[config.mk]
export PLATFORM = sky130hd
export DESIGN_NAME = sprite_blit_clip_compose
export DESIGN_NICKNAME = d
export VERILOG_FILES = /design/src/hw/rtl/sbc_pkg.sv /design/src/hw/rtl/sbc_prep.sv /design/src/hw/rtl/sbc_blend.sv /design/src/hw/rtl/sbc_draw.sv /design/src/hw/rtl/sprite_blit_clip_compose.sv
export SDC_FILE = /design/constraint.sdc
export NUM_CORES = 2
export LEC_CHECK = 0
export BUFFER_PORTS_ARGS = -buffer_cell sky130_fd_sc_hd__buf_2
export CAP_MARGIN = 20
export CELL_PAD_IN_SITES_DETAIL_PLACEMENT = 0
export CELL_PAD_IN_SITES_GLOBAL_PLACEMENT = 1
export CORE_UTILIZATION = 35
export DETAILED_ROUTE_END_ITERATION = 6
export PLACE_DENSITY_LB_ADDON = 0.1
export SLEW_MARGIN = 30
export SYNTH_ARGS = -nofsm -noshare
export SYNTH_HDL_FRONTEND = slang
export SYNTH_HIERARCHICAL = 1
export SYNTH_SLANG_ARGS = --single-unit
[constraint.sdc]
create_clock -name clk_i -period 10.7 [get_ports clk_i]
set_input_delay 0.535 -clock clk_i [delete_from_list [all_inputs] [get_ports clk_i]]
set_output_delay 0.535 -clock clk_i [all_outputs]
set_load 0.1 [all_outputs]
[src/hw/rtl/sbc_pkg.sv]
// ----------------------------------------------------------------------------
// sbc_pkg
// Types and constants shared by the sprite blitter pipeline stages.
// ----------------------------------------------------------------------------
package sbc_pkg;

  // Stream word widths (fields packed from bit 0, padded to whole bytes)
  localparam int unsigned InDataW  = 168;
  localparam int unsigned OutDataW = 104;

  // Configuration port
  localparam int unsigned CfgIdxW  = 2;
  localparam int unsigned CfgDataW = 15;

  typedef enum logic [CfgIdxW-1:0] {
    RegDestWidth  = 2'd0,
    RegDestHeight = 2'd1,
    RegDestPitch  = 2'd2
  } cfg_reg_e;

  localparam logic [12:0] DestWidthRst  = 13'd640;
  localparam logic [12:0] DestHeightRst = 13'd480;
  localparam logic [14:0] DestPitchRst  = 15'd2560;

  // Sprite size limit; counters are sized to hold one less than this
  localparam logic [10:0] MaxSpriteDim = 11'd1024;
  localparam int unsigned CountW       = 10;

  // Width percent: saturate, then divide by 100 via reciprocal multiply.
  // floor(x * PctRecip / 2^PctShift) == floor(x / 100) for x below 2^17.
  localparam logic [6:0]  PctMax   = 7'd100;
  localparam logic [17:0] PctRecip = 18'd167773;
  localparam int unsigned PctShift = 24;

  localparam logic [31:0] ColorKey = 32'hffff_ffff;

  typedef enum logic {
    KindCommand = 1'b0,
    KindPixel   = 1'b1
  } item_kind_e;

  typedef enum logic [1:0] {
    ModeKey    = 2'd0,
    ModeOpaque = 2'd1,
    ModeShadow = 2'd2,
    ModeTint   = 2'd3
  } blend_mode_e;

  // Input register contents
  typedef struct packed {
    item_kind_e  kind;
    logic [10:0] sprite_w;
    logic [10:0] sprite_h;
    logic [15:0] center_x;
    logic [15:0] center_y;
    logic [15:0] draw_x;
    logic [15:0] draw_y;
    blend_mode_e mode;
    logic [6:0]  pct;
    logic [31:0] src;
    logic [31:0] dst;
  } item_t;

  // After saturation, percent product and anchor subtraction
  typedef struct packed {
    item_kind_e  kind;
    blend_mode_e mode;
    logic [10:0] sw;
    logic [10:0] sh;
    logic [16:0] prod;
    logic [16:0] sx;
    logic [16:0] sy;
    logic [31:0] src;
    logic [31:0] dst;
  } prep_t;

  // After divide and row-offset products; ready for clipping
  typedef struct packed {
    item_kind_e  kind;
    blend_mode_e mode;
    logic [10:0] w;
    logic [10:0] sh;
    logic [10:0] sw;
    logic [16:0] sx;
    logic [16:0] sy;
    logic [19:0] src_row;
    logic [25:0] dst_row;
    logic [31:0] src;
    logic [31:0] dst;
  } geom_t;

  // Result register contents
  typedef struct packed {
    item_kind_e  kind;
    logic [25:0] addr;
    logic [19:0] soff;
    logic [10:0] rect_w;
    logic [10:0] rect_h;
    logic        empty;
    logic [31:0] pixel;
    logic        we;
    logic        last;
  } result_t;

endpackage

[src/hw/rtl/sbc_prep.sv]
// ----------------------------------------------------------------------------
// sbc_prep
// Two command pre-processing stages: saturation and percent product, then
// divide by 100 and the start-row products. Pixel payload rides along.
// ----------------------------------------------------------------------------
module sbc_prep (
  input  logic            clk_i,
  input  sbc_pkg::item_t  item_i,
  input  logic            ld2_i,
  input  logic            ld3_i,
  input  logic [14:0]     dest_pitch_i,
  output sbc_pkg::geom_t  geom_o
);

  sbc_pkg::prep_t prep_d, prep_q;
  sbc_pkg::geom_t geom_d, geom_q;

  // Stage 2: saturate sizes and percent, form product and screen origin
  always_comb begin
    logic [6:0] pct;
    prep_d      = '0;
    prep_d.kind = item_i.kind;
    prep_d.mode = item_i.mode;
    prep_d.sw   = (item_i.sprite_w > sbc_pkg::MaxSpriteDim) ? sbc_pkg::MaxSpriteDim
                                                            : item_i.sprite_w;
    prep_d.sh   = (item_i.sprite_h > sbc_pkg::MaxSpriteDim) ? sbc_pkg::MaxSpriteDim
                                                            : item_i.sprite_h;
    pct         = (item_i.pct > sbc_pkg::PctMax) ? sbc_pkg::PctMax : item_i.pct;
    prep_d.prod = 17'(prep_d.sw * pct);
    prep_d.sx   = {item_i.draw_x[15], item_i.draw_x} - {item_i.center_x[15], item_i.center_x};
    prep_d.sy   = {item_i.draw_y[15], item_i.draw_y} - {item_i.center_y[15], item_i.center_y};
    prep_d.src  = item_i.src;
    prep_d.dst  = item_i.dst;
  end

  always_ff @(posedge clk_i) begin
    if (ld2_i) begin
      prep_q <= prep_d;
    end
  end

  // Stage 3: divide by 100, skipped-row offset and screen row offset
  always_comb begin
    logic [34:0] quot;
    logic [15:0] sky;
    logic [15:0] syc;
    logic [26:0] srow;
    logic [30:0] drow;
    quot = 35'(prep_q.prod * sbc_pkg::PctRecip);
    sky  = prep_q.sy[16] ? 16'(17'd0 - prep_q.sy) : 16'd0;
    syc  = prep_q.sy[16] ? 16'd0 : prep_q.sy[15:0];
    srow = 27'(sky * prep_q.sw);
    drow = 31'(syc * dest_pitch_i);

    geom_d         = '0;
    geom_d.kind    = prep_q.kind;
    geom_d.mode    = prep_q.mode;
    geom_d.w       = (prep_q.mode == sbc_pkg::ModeKey || prep_q.mode == sbc_pkg::ModeOpaque)
                     ? quot[sbc_pkg::PctShift +: 11] : prep_q.sw;
    geom_d.sh      = prep_q.sh;
    geom_d.sw      = prep_q.sw;
    geom_d.sx      = prep_q.sx;
    geom_d.sy      = prep_q.sy;
    geom_d.src_row = srow[19:0];
    geom_d.dst_row = drow[25:0];
    geom_d.src     = prep_q.src;
    geom_d.dst     = prep_q.dst;
  end

  always_ff @(posedge clk_i) begin
    if (ld3_i) begin
      geom_q <= geom_d;
    end
  end

  assign geom_o = geom_q;

endmodule

[src/hw/rtl/sbc_blend.sv]
// ----------------------------------------------------------------------------
// sbc_blend
// Per-pixel compose: colour key, opaque, shadow halving and red tint.
// ----------------------------------------------------------------------------
module sbc_blend (
  input  sbc_pkg::blend_mode_e mode_i,
  input  logic [31:0]          src_i,
  input  logic [31:0]          dst_i,
  output logic [31:0]          pixel_o,
  output logic                 we_o
);

  always_comb begin
    logic [31:0] shade;
    logic [31:0] tint;
    shade = {dst_i[31:24],
             8'({1'b0, src_i[23:17]} + {1'b0, dst_i[23:17]}),
             8'({1'b0, src_i[15:9]}  + {1'b0, dst_i[15:9]}),
             8'({1'b0, src_i[7:1]}   + {1'b0, dst_i[7:1]})};
    tint  = {dst_i[31:24], src_i[23:16], 1'b0, src_i[15:9], 1'b0, src_i[7:1]};
    case (mode_i)
      sbc_pkg::ModeKey: begin
        we_o    = (src_i != sbc_pkg::ColorKey);
        pixel_o = we_o ? src_i : dst_i;
      end
      sbc_pkg::ModeOpaque: begin
        we_o    = 1'b1;
        pixel_o = src_i;
      end
      sbc_pkg::ModeShadow: begin
        // darken only where the sprite is fully zero
        we_o    = (src_i == '0);
        pixel_o = we_o ? shade : dst_i;
      end
      sbc_pkg::ModeTint: begin
        we_o    = (src_i != sbc_pkg::ColorKey);
        pixel_o = we_o ? tint : dst_i;
      end
      default: begin
        we_o    = 1'b0;
        pixel_o = dst_i;
      end
    endcase
  end

endmodule

[src/hw/rtl/sbc_draw.sv]
// ----------------------------------------------------------------------------
// sbc_draw
// Clip stage, draw state and result register. Commands set up the
// rectangle; pixels walk it in raster order.
// ----------------------------------------------------------------------------
module sbc_draw (
  input  logic              clk_i,
  input  logic              rst_ni,
  input  sbc_pkg::geom_t    geom_i,
  input  logic              step_i,
  input  logic              ld_i,
  input  logic [12:0]       dest_width_i,
  input  logic [12:0]       dest_height_i,
  input  logic [14:0]       dest_pitch_i,
  output logic              out_valid_o,
  output sbc_pkg::result_t  result_o
);

  localparam int unsigned CW = sbc_pkg::CountW;

  logic                 active_q, active_d;
  sbc_pkg::blend_mode_e mode_q, mode_d;
  logic [10:0]          clip_w_q, clip_w_d;
  logic [10:0]          clip_h_q, clip_h_d;
  logic [CW-1:0]        col_q, col_d;
  logic [CW-1:0]        row_q, row_d;
  logic [19:0]          src_base_q, src_base_d;
  logic [25:0]          dst_base_q, dst_base_d;
  logic [10:0]          stride_q, stride_d;
  logic                 out_valid_q, out_valid_d;
  sbc_pkg::result_t     res_q, res_d;

  // Clipping
  logic signed [19:0] sx, sy, w0, h0, dw, dh;
  logic signed [19:0] w1, w2, h1, h2, syc;
  logic [19:0]        skx;
  logic [25:0]        sxc4;
  logic               empty;
  logic [19:0]        cmd_soff;
  logic [25:0]        cmd_addr;

  always_comb begin
    sx   = 20'(signed'(geom_i.sx));
    sy   = 20'(signed'(geom_i.sy));
    w0   = signed'({9'd0, geom_i.w});
    h0   = signed'({9'd0, geom_i.sh});
    dw   = signed'({7'd0, dest_width_i});
    dh   = signed'({7'd0, dest_height_i});
    w1   = (dw < sx + w0) ? dw - sx : w0;
    w2   = sx[19] ? w1 + sx : w1;
    h1   = sy[19] ? h0 + sy : h0;
    syc  = sy[19] ? 20'sd0 : sy;
    h2   = (dh < syc + h1) ? dh - syc : h1;
    skx  = sx[19] ? 20'(-sx) : 20'd0;
    sxc4 = sx[19] ? 26'd0 : {8'd0, sx[15:0], 2'b00};
    empty    = (w2 <= 20'sd0) || (h2 <= 20'sd0);
    cmd_soff = geom_i.src_row + skx;
    cmd_addr = geom_i.dst_row + sxc4;
  end

  // Pixel address and source index
  logic [24:0]   row_pitch;
  logic [20:0]   row_stride;
  logic [25:0]   pix_addr;
  logic [19:0]   pix_soff;
  logic          col_end, last;
  logic [31:0]   blend_pixel;
  logic          blend_we;

  assign row_pitch  = 25'(row_q * dest_pitch_i);
  assign row_stride = 21'(row_q * stride_q);
  assign pix_addr   = dst_base_q + {14'd0, col_q, 2'b00} + {1'b0, row_pitch};
  assign pix_soff   = src_base_q + row_stride[19:0] + {10'd0, col_q};
  assign col_end    = ({1'b0, col_q} + 11'd1) >= clip_w_q;
  assign last       = col_end && (({1'b0, row_q} + 11'd1) >= clip_h_q);

  sbc_blend u_blend (
    .mode_i  (mode_q),
    .src_i   (geom_i.src),
    .dst_i   (geom_i.dst),
    .pixel_o (blend_pixel),
    .we_o    (blend_we)
  );

  // Next state
  always_comb begin
    active_d   = active_q;
    mode_d     = mode_q;
    clip_w_d   = clip_w_q;
    clip_h_d   = clip_h_q;
    col_d      = col_q;
    row_d      = row_q;
    src_base_d = src_base_q;
    dst_base_d = dst_base_q;
    stride_d   = stride_q;
    if (step_i) begin
      case (geom_i.kind)
        sbc_pkg::KindCommand: begin
          // a new command drops any running draw
          active_d = !empty;
          col_d    = '0;
          row_d    = '0;
          if (!empty) begin
            mode_d     = geom_i.mode;
            clip_w_d   = w2[10:0];
            clip_h_d   = h2[10:0];
            stride_d   = geom_i.sw;
            src_base_d = cmd_soff;
            dst_base_d = cmd_addr;
          end
        end
        sbc_pkg::KindPixel: begin
          if (active_q) begin
            if (last) begin
              active_d = 1'b0;
              col_d    = '0;
              row_d    = '0;
            end else if (col_end) begin
              col_d = '0;
              row_d = row_q + 1'b1;
            end else begin
              col_d = col_q + 1'b1;
            end
          end
        end
        default: ;
      endcase
    end
  end

  // Result word
  always_comb begin
    res_d      = '0;
    res_d.kind = geom_i.kind;
    case (geom_i.kind)
      sbc_pkg::KindCommand: begin
        res_d.empty = empty;
        if (!empty) begin
          res_d.addr   = cmd_addr;
          res_d.soff   = cmd_soff;
          res_d.rect_w = w2[10:0];
          res_d.rect_h = h2[10:0];
        end
      end
      sbc_pkg::KindPixel: begin
        res_d.addr  = pix_addr;
        res_d.soff  = pix_soff;
        res_d.pixel = blend_pixel;
        res_d.we    = blend_we;
        res_d.last  = last;
      end
      default: ;
    endcase
  end

  // a pixel while idle is dropped without a result
  always_comb begin
    out_valid_d = out_valid_q;
    if (ld_i) begin
      out_valid_d = step_i && ((geom_i.kind == sbc_pkg::KindCommand) || active_q);
    end
  end

  always_ff @(posedge clk_i or negedge rst_ni) begin
    if (!rst_ni) begin
      active_q    <= 1'b0;
      mode_q      <= sbc_pkg::ModeKey;
      clip_w_q    <= '0;
      clip_h_q    <= '0;
      col_q       <= '0;
      row_q       <= '0;
      src_base_q  <= '0;
      dst_base_q  <= '0;
      stride_q    <= '0;
      out_valid_q <= 1'b0;
    end else begin
      active_q    <= active_d;
      mode_q      <= mode_d;
      clip_w_q    <= clip_w_d;
      clip_h_q    <= clip_h_d;
      col_q       <= col_d;
      row_q       <= row_d;
      src_base_q  <= src_base_d;
      dst_base_q  <= dst_base_d;
      stride_q    <= stride_d;
      out_valid_q <= out_valid_d;
    end
  end

  always_ff @(posedge clk_i) begin
    if (ld_i) begin
      res_q <= res_d;
    end
  end

  assign out_valid_o = out_valid_q;
  assign result_o    = res_q;

endmodule

[src/hw/rtl/sprite_blit_clip_compose.sv]
// ----------------------------------------------------------------------------
// sprite_blit_clip_compose
// Sprite blitter: clips a draw command against the screen, then composes a
// raster-order pixel stream in one of four blend modes.
// ----------------------------------------------------------------------------
//
//  channel   | dir | handshake               | payload
//  ----------+-----+-------------------------+---------------------------------
//  s_axis    | in  | s_axis_tvalid/tready    | tdata: command fields + pixels,
//            |     |                         | tuser: item kind
//  m_axis    | out | m_axis_tvalid/tready    | tdata: reply fields, tuser: kind,
//            |     |                         | tlast: final pixel of rectangle
//  cfg       | in  | cfg_we_i (no wait)      | cfg_idx_i, cfg_data_i
//
//  One word accepted per clock while m_axis does not stall. A result is offered
//  once its word has passed, in order, the input register loaded by the
//  accepting edge, the percent/origin stage, the divide/row-product stage and
//  the clip-and-compose stage that loads the result register.
//  Reset clears all valid bits and draw state and loads the screen registers
//  with 640 x 480, pitch 2560.
//  Back-pressure on m_axis stalls only the stages that hold a word; empty
//  stages keep filling, so s_axis_tready stays high while a bubble remains.
//  A pixel word with no draw running leaves a bubble and gives no result.
//
module sprite_blit_clip_compose (
  input  logic                          clk_i,
  input  logic                          rst_ni,

  input  logic                          s_axis_tvalid,
  output logic                          s_axis_tready,
  // [7:0] sprite_index, [18:8] sprite_width, [29:19] sprite_height,
  // [45:30] center_x, [61:46] center_y, [77:62] draw_x, [93:78] draw_y,
  // [95:94] mode, [102:96] draw_percent, [134:103] source_pixel,
  // [166:135] dest_pixel, [167] zero
  input  logic [sbc_pkg::InDataW-1:0]   s_axis_tdata,
  // [0] kind
  input  logic                          s_axis_tuser,

  output logic                          m_axis_tvalid,
  input  logic                          m_axis_tready,
  // [25:0] dest_address, [45:26] source_offset, [56:46] rect_width,
  // [67:57] rect_height, [68] empty_rect, [100:69] out_pixel,
  // [101] write_enable, [103:102] zero
  output logic [sbc_pkg::OutDataW-1:0]  m_axis_tdata,
  // [0] reply_kind
  output logic                          m_axis_tuser,
  output logic                          m_axis_tlast,

  input  logic                          cfg_we_i,
  input  logic [sbc_pkg::CfgIdxW-1:0]   cfg_idx_i,
  input  logic [sbc_pkg::CfgDataW-1:0]  cfg_data_i
);

  // Screen configuration registers
  logic [12:0] dest_width_q;
  logic [12:0] dest_height_q;
  logic [14:0] dest_pitch_q;

  always_ff @(posedge clk_i or negedge rst_ni) begin
    if (!rst_ni) begin
      dest_width_q  <= sbc_pkg::DestWidthRst;
      dest_height_q <= sbc_pkg::DestHeightRst;
      dest_pitch_q  <= sbc_pkg::DestPitchRst;
    end else if (cfg_we_i) begin
      case (sbc_pkg::cfg_reg_e'(cfg_idx_i))
        sbc_pkg::RegDestWidth:  dest_width_q  <= cfg_data_i[12:0];
        sbc_pkg::RegDestHeight: dest_height_q <= cfg_data_i[12:0];
        sbc_pkg::RegDestPitch:  dest_pitch_q  <= cfg_data_i;
        default: ;
      endcase
    end
  end

  // Pipeline flow: each stage advances when its successor is empty or moving
  logic v1_q, v2_q, v3_q;
  logic out_valid;
  logic adv1, adv2, adv3, out_ld;

  assign out_ld        = !out_valid || m_axis_tready;
  assign adv3          = !v3_q || out_ld;
  assign adv2          = !v2_q || adv3;
  assign adv1          = !v1_q || adv2;
  assign s_axis_tready = adv1;

  always_ff @(posedge clk_i or negedge rst_ni) begin
    if (!rst_ni) begin
      v1_q <= 1'b0;
      v2_q <= 1'b0;
      v3_q <= 1'b0;
    end else begin
      if (adv1) v1_q <= s_axis_tvalid;
      if (adv2) v2_q <= v1_q;
      if (adv3) v3_q <= v2_q;
    end
  end

  // Input register: unpack the word into named fields
  sbc_pkg::item_t item_d, item_q;

  always_comb begin
    item_d          = '0;
    item_d.kind     = sbc_pkg::item_kind_e'(s_axis_tuser);
    item_d.sprite_w = s_axis_tdata[18:8];
    item_d.sprite_h = s_axis_tdata[29:19];
    item_d.center_x = s_axis_tdata[45:30];
    item_d.center_y = s_axis_tdata[61:46];
    item_d.draw_x   = s_axis_tdata[77:62];
    item_d.draw_y   = s_axis_tdata[93:78];
    item_d.mode     = sbc_pkg::blend_mode_e'(s_axis_tdata[95:94]);
    item_d.pct      = s_axis_tdata[102:96];
    item_d.src      = s_axis_tdata[134:103];
    item_d.dst      = s_axis_tdata[166:135];
  end

  always_ff @(posedge clk_i) begin
    if (adv1) begin
      item_q <= item_d;
    end
  end

  // Command pre-processing (two stages)
  sbc_pkg::geom_t geom;

  sbc_prep u_prep (
    .clk_i        (clk_i),
    .item_i       (item_q),
    .ld2_i        (adv2),
    .ld3_i        (adv3),
    .dest_pitch_i (dest_pitch_q),
    .geom_o       (geom)
  );

  // Clip, draw state and result register
  sbc_pkg::result_t result;

  sbc_draw u_draw (
    .clk_i         (clk_i),
    .rst_ni        (rst_ni),
    .geom_i        (geom),
    .step_i        (v3_q && out_ld),
    .ld_i          (out_ld),
    .dest_width_i  (dest_width_q),
    .dest_height_i (dest_height_q),
    .dest_pitch_i  (dest_pitch_q),
    .out_valid_o   (out_valid),
    .result_o      (result)
  );

  // Pack the result word
  assign m_axis_tvalid = out_valid;
  assign m_axis_tuser  = result.kind;
  assign m_axis_tlast  = result.last;
  assign m_axis_tdata  = {2'b00, result.we, result.pixel, result.empty, result.rect_h,
                          result.rect_w, result.soff, result.addr};

endmodule

==> reports/results.txt <==
Area of the multi-input gates: 40,200 µm²
Initial Util: 35.2%
CTS buffer count: 95
Site Rows: 159
Worst Path Buf+Inv: 2
Maxcap violations: 0
Drt drc: 40
Setup repair bufs after CTS: 0
Gr ovfl total: 0
Clock skew: 42.8 ps
Tcrit/Tclk final: 90.9%
GRT Total Usage: 20.9%
DRT iter0 DRCs: 2,662
Commonest non-fill, non-tap cell in the layout: inv_1
Req. time, crit path: 11,320 ps
Via count: 46,100
Leading area contributor after synthesis: edfxtp_1
Top FF cell, synth: edfxtp_1
Cell Area, Placed: 70,600 µm²
Vias in the first global route: 48,300
Die X: 437 µm
Clock tree buffer depth: 3
Slowest cell delay on critical path: 700 ps
Final setup viols: 0
Post-synthesis cell area: 66,200 µm²
Area growth syn-to-layout: 14.1%
Fin crit period: 9720 ps
Synth area leaders: edfxtp_1, fa_1, ha_1
Clock Latency Late Sink: 750 ps
YS warnings: 6
CTS H-tree lvls: 3
Initial antenna violation count: 9
Measured slew at the worst slew-check pin: 986 ps
Min-Delay Path Class: in2reg
Crit path arrival time: 10,350 ps
Synth Register Bits: 731
FMAX: 0.103 GHz
Failing checks: design-rule violations
Fraction of layout cells with a size suffix above 1: 10.4%
Global placement routability congestion: 0.866
Fin Setup TNS: 0 ps
Die H: 437 µm
Async SR Flop Fraction: 20.1%
Gate Count Post-Synth: 6,310
Cell mode on critical path: ha_1
Clk slew on worst S/H paths: 60 ps
# clock sinks: 731
Wirelength per Cell: 21.3 µm
Kind of cell adding the most delay to the critical path: compound AO/OA/AOI/OAI gates
Non-Filler Instances: 9,311
Slew Limit Fails: 0
Port Buffer Count: 287
First-pass GRT wire length: 301,000 µm
Unrepaired setup endpoints after global routing: false
Sequential cell area: 21,200 µm²
TritonRoute pass-1 iters: 7
Largest net degree at the start of global routing: 129
EDFF count, synth: 584
Yosys top cell area share: 26.5%
Die Area: 191,000 µm²
CTS root buf: clkbuf_16
Status: finished, violations left
HPWL after DPL: 153,000 µm
Crit-path slowest cell: a2111oi_1
R2r setup slk: 980 ps
Critical Path Start Type: flip-flop
CTS tree: yes
Design Area, Final: 75,500 µm²
Crit. End Element: flip-flop
Setup CP Type: reg2reg
Final wirelength: 199,000 µm
Placed insts: 8,966
Nets: 8,221
Seq/Total Area, Yosys: 32.1%
ANT nets after route: 0
DR vias/cell: 4.95
Unique masters post-synth: 101
Slew margin rel.: 34.2%
FILL cells: 18,500
Syn Area/Cell: 10.5 µm²
Crit path max fanout: 40
Most frequent cells in the layout: inv_1, fa_1, ha_1
Final hold vios: 0
Core ar.: 188,000 µm²
Ports: 299
[final timing paths]
path | startpoint | endpoint | cells past startpoint
max in group asynchronous | rst_ni | u_draw/src_base_q[18] | 4
worst max-delay path | u_prep/geom_o[127] | u_draw/dst_base_q[20] | 30
min in group asynchronous | rst_ni | u_draw/dst_base_q[19] | 2
worst min register to register | u_prep/geom_d[0] | u_prep/geom_o[0] | 0
worst min-delay path | cfg_data_i[14] | dest_pitch_q[14] | 2
worst max register to register | u_prep/geom_o[127] | u_draw/dst_base_q[20] | 30
[cells by family after synthesis]
logic type                 share of synthesized area (%)
AOI/OAI and AO/OA                                   8.08
other                                             0.0113
buffers and inverters                               7.24
adders and majority gates                           32.3
DFF                                                 32.1
and+or+nand+nor                                     13.4
xor gates and xnor gates                            3.85
muxes                                               3.05
[synthesized netlist by cell type (all sizes together) (82+ instances only)]
library cell	instances
inv	1026
fa	680
ha	618
nand2	601
edfxtp	584
and2	313
nor2	236
o21ai	200
xnor2	194
a21oi	182
clkbuf	165
dfrtp	139
and3	113
mux2	99
nor3	92
xor2	92
nor2b	82
[per-layer routing]
| layer | vias up | share of wire [%] | track usage (%) |
|---|---|---|---|
| li1 | 21800 | - | - |
| met1 | 23100 | 49 | 30.4 |
| met2 | 925 | 45 | 32.7 |
| met3 | 186 | 3.9 | 2.78 |
| met4 | 0 | 2.2 | 4.83 |
| met5 | - | 0 | 0 |
[stage by stage]
stage / hold slack [ps] / setup slack [ps] / util [%]
6_report: 87.8 / 977 / 40.2
4_1_cts: 14.8 / 854 / 40.2
2_1_floorplan: 239 / 1860 / -
3_5_place_dp: 405 / 915 / 37.6
3_3_place_gp: 402 / 1110 / 37.6
5_1_grt: 19.8 / 353 / 40.2
[cell type report]
type | instances | area share [%]
well taps | 2495 | 4.13
multi-input cells | 4335 | 53.2
repair buffers | 540 | 5.08
flip-flops and latches | 731 | 28.1
clock inverters | 54 | 0.838
diodes | 7 | 0.0232
inverters | 1029 | 5.12
clock buffers | 120 | 3.46
[flip-flops by register name (all words and copies together) (netlist names), 13 cells and up]
| name | cells |
|---|---|
| item_q | 160 |
| u_prep/geom_d | 123 |
| dest_pitch_q | 15 |
| u_prep/prep_q | 17 |
| dest_width_q | 13 |
| u_draw/src_base_q | 20 |
| u_draw/dst_base_q | 26 |
| u_draw/result_o | 104 |
| dest_height_q | 13 |
| u_prep/geom_o | 180 |
[repair_timing]
| action | in CTS | in global routing |
|---|---|---|
| resized for setup | 0 | 0 |
| hold endpoints to repair | 195 | 0 |
| hold buffers | 163 | 0 |
Power is not shown: default switching activity piles up to over one toggle a cycle in this logic, so the estimate is an artifact.
